**config.mk**
```make
export PLATFORM = sky130hd
export DESIGN_NAME = tlpt_ctrl
export DESIGN_NICKNAME = d
export VERILOG_FILES = /design/src/tlpt_pkg.sv /design/src/tlpt_ctrl.sv
export SDC_FILE = /design/constraint.sdc
export NUM_CORES = 1
export LEC_CHECK = 0
export ABC_AREA = 1
export BUFFER_PORTS_ARGS = -buffer_cell sky130_fd_sc_hd__buf_2
export CAP_MARGIN = 0
export CORE_AREA = 2 2 39 41
export DETAILED_ROUTE_END_ITERATION = 10
export DIE_AREA = 0 0 41 43
export PLACE_DENSITY = 0.62
export REMOVE_ABC_BUFFERS = 1
export SLEW_MARGIN = 20
export SYNTH_ARGS = -nofsm -noshare
export SYNTH_HDL_FRONTEND = slang
export SYNTH_SLANG_ARGS = --single-unit
```
**constraint.sdc**
```tcl
create_clock -name clk -period 1.4 [get_ports clk]
set_clock_uncertainty 0.05 [all_clocks]
set_input_delay 0.14 -clock clk [delete_from_list [all_inputs] [get_ports clk]]
set_output_delay 0.14 -clock clk [all_outputs]
set_load 0.01 [all_outputs]
```
**src/tlpt_pkg.sv**
```systemverilog
`default_nettype none
package tlpt_pkg;
	localparam int VA_W = 32;
	localparam int DIR_IDX_W = 10;
	localparam int TBL_IDX_W = 10;
	localparam int PAGE_SHIFT = 12;
	localparam int FRAME_W = 20;
	localparam int ENTRY_W = 26;

	localparam logic [2:0] MODE_MAP = 3'd0;
	localparam logic [2:0] MODE_UNMAP = 3'd1;
	localparam logic [2:0] MODE_XLATE = 3'd2;
	localparam logic [2:0] MODE_SETPROT = 3'd3;
	localparam logic [2:0] MODE_GETPROT = 3'd4;

	localparam logic [1:0] ST_OK = 2'd0;
	localparam logic [1:0] ST_NOT_MAPPED = 2'd1;
	localparam logic [1:0] ST_NO_SLOT = 2'd2;

	localparam int F_PRESENT = 0;
	localparam int F_WRITABLE = 1;
	localparam int F_USER = 2;

	typedef enum logic [2:0] {
		S_INIT,
		S_IDLE,
		S_DIR,
		S_CLEAR,
		S_READ,
		S_EXEC,
		S_OUT
	} tlpt_state_t;

	// controller to datapath
	typedef struct packed {
		logic init_step;
		logic load;
		logic dir_read;
		logic alloc;
		logic clr_start;
		logic clr_step;
		logic entry_read;
		logic exec;
	} tlpt_cmd_t;

	// datapath to controller
	typedef struct packed {
		logic init_done;
		logic is_map;
		logic known_mode;
		logic dir_hit;
		logic pool_full;
		logic clr_done;
	} tlpt_sts_t;
endpackage
`default_nettype wire

```
**src/tlpt_ctrl.sv**
```systemverilog
`default_nettype none
module tlpt_ctrl (
	input  wire                 clk,
	input  wire                 arst_n,
	input  wire                 in_valid,
	output logic                in_ready,
	output logic                out_valid,
	input  wire                 out_ready,
	output tlpt_pkg::tlpt_cmd_t cmd,
	input  tlpt_pkg::tlpt_sts_t sts
);
	import tlpt_pkg::*;

	tlpt_state_t state_q, state_nx;

	always_ff @(posedge clk or negedge arst_n) begin
		if (!arst_n) state_q <= S_INIT;
		else state_q <= state_nx;
	end

	always_comb begin
		state_nx = state_q;
		case (state_q)
			S_INIT: if (sts.init_done) state_nx = S_IDLE;
			S_IDLE: if (in_valid) state_nx = S_DIR;
			S_DIR: begin
				if (!sts.known_mode) state_nx = S_OUT;
				else if (sts.is_map && !sts.dir_hit)
					state_nx = sts.pool_full ? S_OUT : S_CLEAR;
				else state_nx = S_READ;
			end
			S_CLEAR: if (sts.clr_done) state_nx = S_READ;
			S_READ: state_nx = S_EXEC;
			S_EXEC: state_nx = S_OUT;
			S_OUT: if (out_ready) state_nx = S_IDLE;
			default: state_nx = S_IDLE;
		endcase
	end

	always_comb begin
		cmd = '0;
		in_ready = 1'b0;
		out_valid = 1'b0;
		case (state_q)
			S_INIT: cmd.init_step = 1'b1;
			S_IDLE: begin
				in_ready = 1'b1;
				cmd.load = in_valid;
				cmd.dir_read = in_valid;
			end
			S_DIR: begin
				cmd.alloc = sts.known_mode && sts.is_map && !sts.dir_hit;
				cmd.clr_start = cmd.alloc && !sts.pool_full;
				cmd.entry_read = sts.known_mode && !(sts.is_map && !sts.dir_hit);
			end
			S_CLEAR: begin
				cmd.clr_step = 1'b1;
				cmd.entry_read = sts.clr_done;
			end
			S_READ: cmd.exec = 1'b0;
			S_EXEC: cmd.exec = 1'b1;
			S_OUT: out_valid = 1'b1;
			default: ;
		endcase
	end
endmodule
`default_nettype wire

```
# Word-level counts from Yosys, hierarchy flattened
# Cells that the tools add are included.
# Widths: inputs -> output; s select.
totals:
  register_bits: 3
  in_bits: 10
  output_inout_bits: 10
  elab_cells: 37
classes:
  eq_ne: 10
  n_mux: 16
  reduce_logical: 10
op_table:
  columns: ["operator", "count"]
  rows:
  - ["$mux 3", 7]
  - ["$pmux 3 s7", 1]
  - ["$eq 3x3->1 const B", 3]
  - ["$ne 2x2->1 const B", 4]
  - ["$eq 3x2->1 const B", 2]
  - ["$logic_and 1x1->1", 5]
  - ["$mux 1", 5]
  - ["$mux 2", 2]
  - ["$reduce_and 4->1", 1]
  - ["$eq 3x1->1 const B", 1]
  - ["$logic_not 1->1", 3]
  - ["$logic_not 3->1", 1]
  - ["$pmux 1 s2", 1]

# Logic depth before layout (Yosys ltp)
# Gate-level depths: netlist of run 1.
depth:
  ltp_word: 5
  mapped_depth: 8
  mapped_depth_nobuf: 7

# Worst setup path after synthesis of run 1
# No wires, ideal clock.
synth_timing:
  kind: "register to output"
  startpoint: "register state_q[1]"
  endpoint: "output port cmd[6] (netlist name)"
  t_arrival_ns: 1.199
  required_ns: 1.210
  path_slack_ns: 0.011
  path_stages_with_launch: 6
  n_path_buf: 2
  cell_sequence: "dfrtp_1 buf_4 nor2_1 inv_1 nor3_1 buf_4"
synth_lines:
  columns: ["element", "line", "text"]
  rows:
  - ["from (decl)", "tlpt_ctrl.sv:14", "tlpt_state_t state_q, state_nx;"]
  - ["from (signal assigned)", "tlpt_ctrl.sv:18", "else state_q <= state_nx;"]
  - ["to (decl)", "tlpt_ctrl.sv:9", "output tlpt_pkg::tlpt_cmd_t cmd,"]

==> results by group, run 1 <==
Outcome
  • Outcome: finished, final reports clean

Floorplanning
  • Row cnt: 14
  • Die area: 0.00176 mm^2
  • Starting Density: 24.6%
  • Chip Height: 43 um
  • I/O Pins: 20
  • Core area: 0.00138 mm^2
  • Chip width: 41 um

Global routing
  • Initial antenna violation count: 0
  • Vias in the first global route: 421
  • First-pass GRT wire length: 1590 um
  • Overflow after GRT: 0
  • GRT Util Overall: 13.1%
  • Largest net degree at the start of global routing: 8

Power
  • Worst-case vdd ir drop: 0.656 mV
  • Net Sw Frac: 47.3%
  • Pwr dens: 2080 mW/mm^2
  • Sw power: 0.000631 W
  • Leakage dissipation: 0.374 nW
  • PnR Total Power: 0.00133 W
  • Power share of the clock group: 11.7%
  • Comb pwr share: 72.0%
  • P_int: 0.000703 W
  • Sequential power share: 16.3%

Synth
  • Post-Syn Area: 340 um^2
  • Ys Warns: 0
  • Syn Area/Cell: 5.58 um^2
  • Top cells by area, synth: dfrtp_1 22%, nand2_1 20%, inv_1 14%
  • Leading area contributor after synthesis: dfrtp_1
  • FF+latch count, synth: 3
  • Sequential cell area fraction in the yosys report: 22.1%
  • Syn Inst Count: 61
  • Distinct cells, synth: 14
  • Area share of the largest cell type after synthesis: 22.1%

Worst setup path
  • Setup CP Type: register to output pin
  • Worst EP arrival: 1.21 ns
  • Critical Path RT: 1.21 ns
  • Maximum fanout along the worst path: 4
  • CP Launch Type: register
  • CP Capture Type: output pin

Clock network
  • CTS Buffer Depth: 2
  • Clock sink count: 3
  • H-Tree Level Count: 1
  • Clock Tree Root: clkbuf_4
  • CTS Buf Count: 3
  • Clock transition at path regs: 0.04 ns
  • CTS tree: done
  • Worst-Skew Late Latency: 0.23 ns

Drt
  • Routed via count: 476
  • DR iter-0 viols: 1
  • Post-route antenna net violation count: 0
  • DRC viols: 0
  • Wire per inst: 9.99 um
  • Drt via density: 4.37
  • First-pass detailed-route iteration total: 4
  • Post-Route WL: 1090 um

Timing
  • Slew headroom: 89.1%
  • Final min period: 1.40 ns
  • RSZ-0062 raised after global routing: true
  • Final setup fails: 0
  • Final period util: 99.8%
  • Worst Tran Pin Value: 0.163 ns
  • Slew Limit Fails: 0
  • Final Hold Vio Count: 0
  • Max frequency: 715 MHz

Cells and area
  • Nets: 104
  • Max reg flops: 3
  • Area delta synth->final: 88.6%
  • Final instance area: 642 um^2
  • Register with the most flip-flops: state_q
  • Largest regs: state_q: 3 flops
  • Antenna Cells: 0
  • FILL cells: 138
  • Post-Route Utilization: 46.4%
  • Share of layout cells above drive strength 1: 57.0%

Place
  • DP Area: 437 um^2
  • Buffers added on ports: 19
  • RD Place Congestion: 0.830
  • Dpl hpwl: 671 um

Min path
  • Tightest Hold Check Type: input port to register

Run
  • Maximum Capacitance Violations: 0
-- synth_stat cells --
master and number:
nand2_1 18, inv_1 13, nor2_1 7, nand3_1 4, dfrtp_1 3, nand2_2 3, o21ai_0 3, buf_4 2
nor2_2 2, nor3_1 2, a21oi_1 1, buf_6 1, nor3_2 1, o21ai_1 1
-- power by group through the flow --
stage                     Combinational (W)  Sequential [W]  Clock, W
after CTS                          0.000749        0.000205  0.000149
after floorplan                    0.000350        0.000199         0
final                              0.000960        0.000217  0.000156
after global placement             0.000512        0.000208         0
after global routing                0.00106        0.000224  0.000168
after detailed placement           0.000519        0.000211         0
-- cell usage in the layout, fill, tap and decap left out --
cell type	synthesis	layout
a21oi_1	1	1
buf_2	0	17
buf_4	2	8
buf_6	1	5
clkbuf_1	0	1
clkbuf_4	0	3
dfrtp_2	0	3
dlygate4sd3_1	0	1
inv_1	13	10
inv_2	0	3
nand2_1	18	17
nand2_2	3	3
nand2_4	0	1
nand3_1	4	3
nand3_2	0	1
nor2_1	7	4
nor2_2	2	1
nor2_4	0	4
nor3_2	1	1
nor3_4	0	2
o21ai_0	3	1
o21ai_1	1	2
o21ai_2	0	1
-- cells by family (layout without fill, tap and decap cells) --
| logic type | after synthesis | count (layout) | synth area share, % |
|---|---|---|---|
| and+or+nand+nor | 37 | 37 | 48.5 |
| buffers and inverters | 16 | 48 | 22.1 |
| AOI/OAI and AO/OA | 5 | 5 | 7.35 |
| DFF | 3 | 3 | 22.1 |
-- stage by stage --
| step | cells | TNS (ns) | setup WS (ns) | hold slack, ns |
|---|---|---|---|---|
| 4_1_cts | 107 | -0.00961 | -0.00961 | 0.144 |
| 3_5_place_dp | 94 | 0 | 0.0775 | -0.113 |
| 3_3_place_gp | 94 | 0 | 0.137 | -0.114 |
| 6_report | 109 | 0 | 0.00226 | 0.163 |
| 2_1_floorplan | 58 | 0 | 0.0786 | -0.206 |
| 5_1_grt | 109 | -0.312 | -0.0996 | 0.183 |
-- worst paths after layout --
check	startpoint	end	slack, ns	depth (start not counted)
worst max-delay path	state_q[2]	cmd[1]	0.002	4
worst min-delay path	out_ready	state_q[2]	0.16	4
worst max register to register	state_q[1]	state_q[2]	0.05	9
worst min register to register	state_q[1]	state_q[1]	0.66	3
max in group asynchronous	arst_n	state_q[0]	0.99	2
min in group asynchronous	arst_n	state_q[1]	0.18	2
-- critical path, cell delays in order (launching register included) --
cell and delay (ns):
dfrtp_2 0.43, nor3_4 0.21, inv_1 0.07, o21ai_1 0.11, buf_2 0.14
-- routing by layer --
metal / part of all wire, % / track usage [%]
met2: 55 / 20.6
met5: 0 / 0
met4: 0.73 / 6.67
met3: 7.3 / 3.66
met1: 37 / 15.2
-- final cells by class --
cell class / count / area (um^2) / share of cell area, %
multi-input cells: 42 / 256 / 40.0
flip-flops and latches: 3 / 78.8 / 12.3
repair buffers: 31 / 211 / 32.9
inverters: 13 / 48.8 / 7.60
well taps: 16 / 20.0 / 3.12
clock buffers: 4 / 26.3 / 4.09
-- timing repair --
action                                 4_1_cts  5_1_grt
setup buffers                                8        2
hold buffers                                 1        0
endpoints found under the hold margin        3        0
gates resized for setup                     11       17
pin swaps                                    4        6
setup endpoints to repair                    5       13
Note: power is estimated with default switching activity, not from simulation.
==> run 2: changes to the inputs <==
- CELL_PAD_IN_SITES_DETAIL_PLACEMENT: default -> 0
- CELL_PAD_IN_SITES_GLOBAL_PLACEMENT: default -> 1
- CORE_AREA: 2 2 39 41 -> default
- CORE_MARGIN: default -> 2
- CORE_UTILIZATION: default -> 24
- DIE_AREA: 0 0 41 43 -> default
- GPL_TIMING_DRIVEN: default -> 0
- PLACE_DENSITY: 0.62 -> 0.82
==> run 2 against run 1 <==
  * The run now ends with negative setup slack left
  * First-iteration DRC count is 100% higher
  * Via count fell by 1.9%
  * Non-clock buffer count unchanged
  * Power decreased by 2.6%
  * Cell count shrank 0.92%
  * Setup slack got worse by 0.033 ns
  * Utilization is 2.6 points higher
  * Final area is 0.58% higher
  * Clock power is 4% lower
  * Global-route usage down 1.5 points
  * Die area shrank 1.6%
  * Critical endpoint unchanged
==> results by group, run 2 (same netlist as run 1, synthesis figures left out) <==
Outcome
  • Outcome: finished, violations left
  • Failing checks: negative setup slack

Timing
  • Max frequency: 699 MHz (-2.3%)
  • Final Hold Vio Count: 0 (unchanged)
  • Slew Limit Fails: 0 (unchanged)
  • Final setup fails: 2 (+2)
  • Final Worst Setup Slack: -0.0308 ns (-0.0330 ns)
  • RSZ-0062 raised after global routing: true
  • Slew headroom: 86.3% (-2.8 points)
  • Final period util: 102% (+2.4 points)
  • Final min period: 1.43 ns (+0.0330 ns)
  • Worst Tran Pin Value: 0.205 ns (+0.0424 ns)
  • Setup TNS: -0.0515 ns (-0.0515 ns)

Floorplanning
  • Die area: 0.00174 mm^2 (-1.6%)
  • Core area: 0.00132 mm^2 (-4.8%)
  • Chip Height: 41.7 um (-3.1%)
  • Row cnt: 13 (-1)
  • Chip width: 41.7 um (+1.6%)
  • I/O Pins: 20 (unchanged)
  • Starting Density: 25.8% (+1.2 points)

Worst setup path
  • CP Capture Type: output pin
  • CP max stage cell: dfrtp_2
  • Crit-path leading delay family: flip-flops
  • Critical path cell sequence: buf_6, nand2_2, nor2_2, nand2_1, o21ai_1, buf_2
  • Setup CP Type: register to output pin
  • Crit path from: state_q[1]
  • Worst EP arrival: 1.24 ns (+0.03 ns)
  • Critical R2R Launch: state_q[1]
  • CP Launch Type: register
  • Worst path max stage delay: 0.43 ns (about the same)
  • Critical Path RT: 1.21 ns (about the same)
  • Maximum fanout along the worst path: 5 (+1)
  • CP bufs+invs: 2 (unchanged)

Global routing
  • First-pass GRT wire length: 1560 um (-1.8%)
  • GRT Util Overall: 11.6% (-1.5 points)
  • Vias in the first global route: 420 (-0.24%)
  • Largest net degree at the start of global routing: 7 (-1)
  • Initial antenna violation count: 0 (unchanged)
  • Overflow after GRT: 0 (unchanged)

Place
  • RD Place Congestion: 0.795 (-4.2%)
  • Dpl hpwl: 624 um (-7.0%)
  • Buffers added on ports: 19 (unchanged)
  • DP Area: 428 um^2 (-2.0%)

Cells and area
  • FILL cells: 136 (-1.4%)
  • Largest regs: state_q: 3 flops
  • Register area: 78.8 um^2 (unchanged)
  • Most used cells in the layout excluding fill and tap cells: 18 x buf_2, 15 x nand2_1, 9 x inv_1, 7 x buf_4, 5 x buf_6
  • Area delta synth->final: 89.7%
  • Multi-input gate area: 264 um^2 (+2.9%)
  • Commonest non-fill, non-tap cell in the layout: buf_2
  • Antenna Cells: 0 (unchanged)
  • Nets: 104 (unchanged)
  • Register with the most flip-flops: state_q
  • Final instance area: 646 um^2 (+0.58%)
  • Share of layout cells above drive strength 1: 61.3% (+4.3 points)
  • Max reg flops: 3 (unchanged)

Clock network
  • H-Tree Level Count: 1 (unchanged)
  • Clock Tree Root: clkbuf_4
  • CTS tree: done
  • Clock transition at path regs: 0.04 ns (about the same)
  • Clock sink count: 3 (unchanged)
  • Worst-Skew Late Latency: 0.23 ns (about the same)
  • CTS Buffer Depth: 2 (unchanged)
  • CTS Buf Count: 3 (unchanged)

Power
  • Worst-case vdd ir drop: 0.977 mV (+49%)
  • Leakage dissipation: 0.380 nW (+1.5%)
  • Pwr dens: 2010 mW/mm^2 (-3.1%)

Drt
  • Drt via density: 4.32 (-0.98%)
  • Routed via count: 467 (-1.9%)
  • Wire per inst: 8.91 um (-11%)
  • First-pass detailed-route iteration total: 4 (unchanged)
  • Post-route antenna net violation count: 0 (unchanged)
  • DRC viols: 0 (unchanged)
  • Post-Route WL: 962 um (-12%)
  • DR iter-0 viols: 2 (+1)

Run
  • Maximum Capacitance Violations: 0 (unchanged)

Min path
  • Tightest Hold Check Type: input port to async pin
[run 2: repair_timing]
item | 4_1_cts | 5_1_grt
gates resized for setup | 11 | 21
hold endpoints to repair | 3 | 0
endpoints found under the setup margin | 7 | 12
pin swaps | 3 | 7
buffers inserted | 9 | 3
hold buffers | 1 | 0
[run 2: final timing paths]
check,end,slack (ns),cells after the start
hold / removal,state_q[2],0.18,2
setup reg to reg,state_q[0],0.06,8
max in group asynchronous,state_q[0],1.00,2
hold reg to reg,state_q[1],0.64,3
min in group clk,state_q[2],0.23,5
setup / recovery,cmd[1],-0.03,6
[run 2: worst reg2reg max path: stages, from the launching register on]
cell     delay, ns
dfrtp_2       0.45
buf_6         0.14
buf_4         0.13
nor2_4        0.11
nand3_2       0.09
nand2_4       0.10
nor2_4        0.05
nand2_1       0.05
nand2_1       0.05
[run 2: layer usage]
layer	GRT usage, %	up-vias	wire, um
met3	1.30	0	34
met2	20.0	14	505
met5	0	-	0
met1	13.3	208	421
li1	-	245	-
met4	7.74	0	0
[run 2: area by class of cell]
class / instances / share of cell area, %
clock buffer: 4 / 4.07
tap: 15 / 2.91
timing repair buffer: 31 / 32.4
sequential: 3 / 12.2
multi-input combinational: 42 / 40.9
inverter: 13 / 7.56
[run 2: report_power, final]
part | internal, W | leakage (nW) | switching, W
logic | 0.000448 | 0.331 | 0.000474
clock network | 0.000107 | 0.0150 | 0.0000421
registers | 0.000139 | 0.0338 | 0.0000887
total | 0.000694 | 0.380 | 0.000605
[run 2: stage by stage]
| stage | hold slack [ns] | worst slack (ns) | power [W] | utilization, % | std cells |
|---|---|---|---|---|---|
| floorplan | -0.206 | 0.0786 | 0.000549 | - | 58 |
| global placement | -0.115 | 0.0877 | 0.000706 | 32.5 | 92 |
| detailed placement | -0.113 | 0.0840 | 0.000705 | 32.5 | 92 |
| CTS | 0.145 | -0.0258 | 0.00111 | 42.3 | 106 |
| global route | 0.187 | -0.122 | 0.00142 | 49.0 | 108 |
| finish | 0.184 | -0.0308 | 0.00130 | 49.0 | 108 |
==> run 3: changes to the inputs <==
- ABC_AREA: 1 -> default
- CORE_AREA: default -> 2 2 39 41
- CORE_MARGIN: 2 -> default
- CORE_UTILIZATION: 24 -> default
- DIE_AREA: default -> 0 0 41 43
- PLACE_DENSITY: 0.82 -> 0.77
==> run 3 against run 2 <==
  * The run still ends with negative setup slack left
  * Synthesized area fell by 5.9%
  * Hold slack worse by 0.014 ns
  * Register-to-register slack better by 0.02 ns
  * Largest cell class unchanged
  * Highest routed layer is now met4
==> results by group, run 3 <==
Synth
  • Most common flop cell mapped by yosys: dfrtp_1
  • Number of synthesized flops with an enable pin: 0 (unchanged)
  • Top cells by count, synth: 4 x o21ai_0, 3 x dfrtp_1, 3 x nor3_1
  • Leading area contributor after synthesis: dfrtp_1
  • FF+latch count, synth: 3 (unchanged)
  • Sequential cell area fraction in the yosys report: 23.4% (+1.4 points)
  • Ys Warns: 0 (unchanged)
  • Top-count cell post-synth: o21ai_0
  • Syn Inst Count: 37 (-39%)
  • Post-Syn Area: 320 um^2 (-5.9%)
  • Distinct cells, synth: 25 (+11)
  • Top cells by area, synth: dfrtp_1 23%, buf_6 7.0%, o21ai_0 6.3%
  • Post-synth ARST share: 100% (unchanged)
  • Area share of the largest cell type after synthesis: 23.4% (+1.4 points)
  • Syn Area/Cell: 8.66 um^2 (+55%)

Drt
  • DRC viols: 0 (unchanged)
  • DR iter-0 viols: 4 (+2)
  • Post-Route WL: 816 um (-15%)
  • Wire per inst: 10.1 um (+13%)
  • Post-route antenna net violation count: 0 (unchanged)
  • Drt via density: 4.68 (+8.2%)
  • First-pass detailed-route iteration total: 2 (-2)
  • Routed via count: 379 (-19%)

Timing
  • Final Hold Vio Count: 0 (unchanged)
  • Final Worst Setup Slack: -0.00393 ns (+0.0269 ns)
  • Slew headroom: 85.3% (-1.0 points)
  • Final setup fails: 1 (-1)
  • Final period util: 100% (-1.9 points)
  • RSZ-0062 raised after global routing: true
  • Final min period: 1.40 ns (-0.0269 ns)
  • Worst Tran Pin Value: 0.219 ns (+0.0136 ns)
  • Max frequency: 712 MHz (+1.9%)
  • Slew Limit Fails: 0 (unchanged)

Power
  • Leakage dissipation: 0.272 nW (-28%)
  • PnR Total Power: 0.00111 W (-15%)
  • Worst-case vdd ir drop: 0.944 mV (-3.4%)
  • Pwr dens: 2090 mW/mm^2 (+3.7%)

Worst setup path
  • Worst EP arrival: 1.21 ns (-0.03 ns)
  • Critical Path RT: 1.21 ns (about the same)
  • Setup CP Type: register to output pin
  • CP Capture Type: output pin
  • Maximum fanout along the worst path: 6 (+1)
  • CP Launch Type: register
  • R2r endpoint: state_q[1]
  • Critical R2R Launch: state_q[0]
  • Reg2Reg Depth: 7 (-1)
  • FF-to-FF setup slack: 0.08 ns (+0.02 ns)

Floorplanning
  • Core area: 0.00138 mm^2 (+5.0%)
  • I/O Pins: 20 (unchanged)
  • Die area: 0.00176 mm^2 (+1.6%)
  • Starting Density: 23.1% (-2.7 points)
  • Chip Height: 43 um (+3.2%)
  • Chip width: 41 um (-1.6%)
  • Row cnt: 14 (+1)

Min path
  • Tightest Hold Check Type: input port to register
  • Hold_sp: out_ready
  • WHS Path Cells: 4
  • Hold Path Sink: state_q[2]

Place
  • DP Area: 400 um^2 (-6.4%)
  • Buffers added on ports: 19 (unchanged)
  • Dpl hpwl: 543 um (-13%)
  • RD Place Congestion: 0.707 (-11%)

Clock network
  • Clock transition at path regs: 0.04 ns (about the same)
  • CTS Buffer Depth: 2 (unchanged)
  • H-Tree Level Count: 1 (unchanged)
  • CTS Buf Count: 3 (unchanged)
  • Worst-Skew Late Latency: 0.24 ns (about the same)
  • Clock sink count: 3 (unchanged)
  • Clock Tree Root: clkbuf_4
  • CTS tree: done

Cells and area
  • Nets: 76 (-27%)
  • Final instance area: 531 um^2 (-18%)
  • Largest regs: state_q: 3 flops
  • Register with the most flip-flops: state_q
  • Max reg flops: 3 (unchanged)
  • Most used cells in the layout excluding fill and tap cells: 19 x buf_2, 8 x buf_4, 3 x clkbuf_4, 3 x dfrtp_2
  • Share of layout cells above drive strength 1: 67.7% (+6.4 points)
  • Area delta synth->final: 65.6%
  • Commonest non-fill, non-tap cell in the layout: buf_2
  • Antenna Cells: 0 (unchanged)

Global routing
  • Overflow after GRT: 0 (unchanged)
  • First-pass GRT wire length: 1330 um (-15%)
  • Initial antenna violation count: 0 (unchanged)
  • GRT Util Overall: 11.3% (-0.33 points)
  • Largest net degree at the start of global routing: 12 (+5)
  • Vias in the first global route: 351 (-16%)

Run
  • Maximum Capacitance Violations: 0 (unchanged)

Outcome
  • Failing checks: negative setup slack
  • Outcome: finished, violations left
run 3: power by group:
part / switching (W) / internal [W]
registers: 0.0000837 / 0.000144
clock network: 0.0000478 / 0.000107
logic: 0.000309 / 0.000415
run 3: kinds of logic (layout without fill, tap and decap cells):
logic type / after synthesis / in the layout / share of synthesized area, %
flops: 3 / 3 / 23.4
mux: 1 / 1 / 3.13
compound gates: 10 / 10 / 20.7
buf+inv: 5 / 33 / 12.1
simple gates: 18 / 18 / 40.6
run 3: worst max-delay path by stage:
stage          startpoint      to  cells past startpoint
2_1_floorplan  state_q[0]  cmd[5]                      3
3_3_place_gp   state_q[0]  cmd[1]                      4
3_5_place_dp   state_q[0]  cmd[1]                      4
4_1_cts        state_q[0]  cmd[1]                      4
5_1_grt        state_q[0]  cmd[3]                      3
6_report       state_q[0]  cmd[1]                      4
run 3: routing by layer:
layer,wire length [um],vias to the layer above,GRT usage [%],part of all wire [%]
li1,-,190,-,-
met1,314,174,12.3,38
met2,433,12,18.4,53
met3,46,3,3.14,5.6
met4,22,0,6.00,2.7
met5,0,-,0,0
run 3: repair_timing:
action | in CTS | in global routing
buffers inserted | 7 | 1
setup endpoints to repair | 9 | 5
gates resized for setup | 9 | 2
hold endpoints to repair | 3 | 0
hold buffers | 1 | 0
pin swaps | 2 | 2
run 3: worst max-delay path: stages (launching register included):
cell and delay [ns]:
dfrtp_2 0.43, nand2b_4 0.15, o21ai_2 0.12, nor2b_1 0.14, buf_2 0.13
run 3: final cells by class:
cell class / instances / area (um^2)
Inverter: 1 / 3.75
Tap cell: 16 / 20.0
Multi-Input combinational cell: 29 / 236
Fill cell: 150 / 853
Sequential cell: 3 / 78.8
Clock buffer: 4 / 26.3
Timing Repair Buffer: 28 / 165
run 3: stage by stage:
stage	cells	TNS, ns	utilization (%)	hold slack, ns	setup WS, ns
global placement	68	0	28.9	-0.115	0.0621
finish	81	-0.00393	38.3	0.170	-0.00393
detailed placement	68	0	28.9	-0.110	0.0576
CTS	80	-0.0339	37.4	0.167	-0.0224
global route	81	-0.109	38.3	0.183	-0.0550
floorplan	33	0	-	-0.206	0.00953
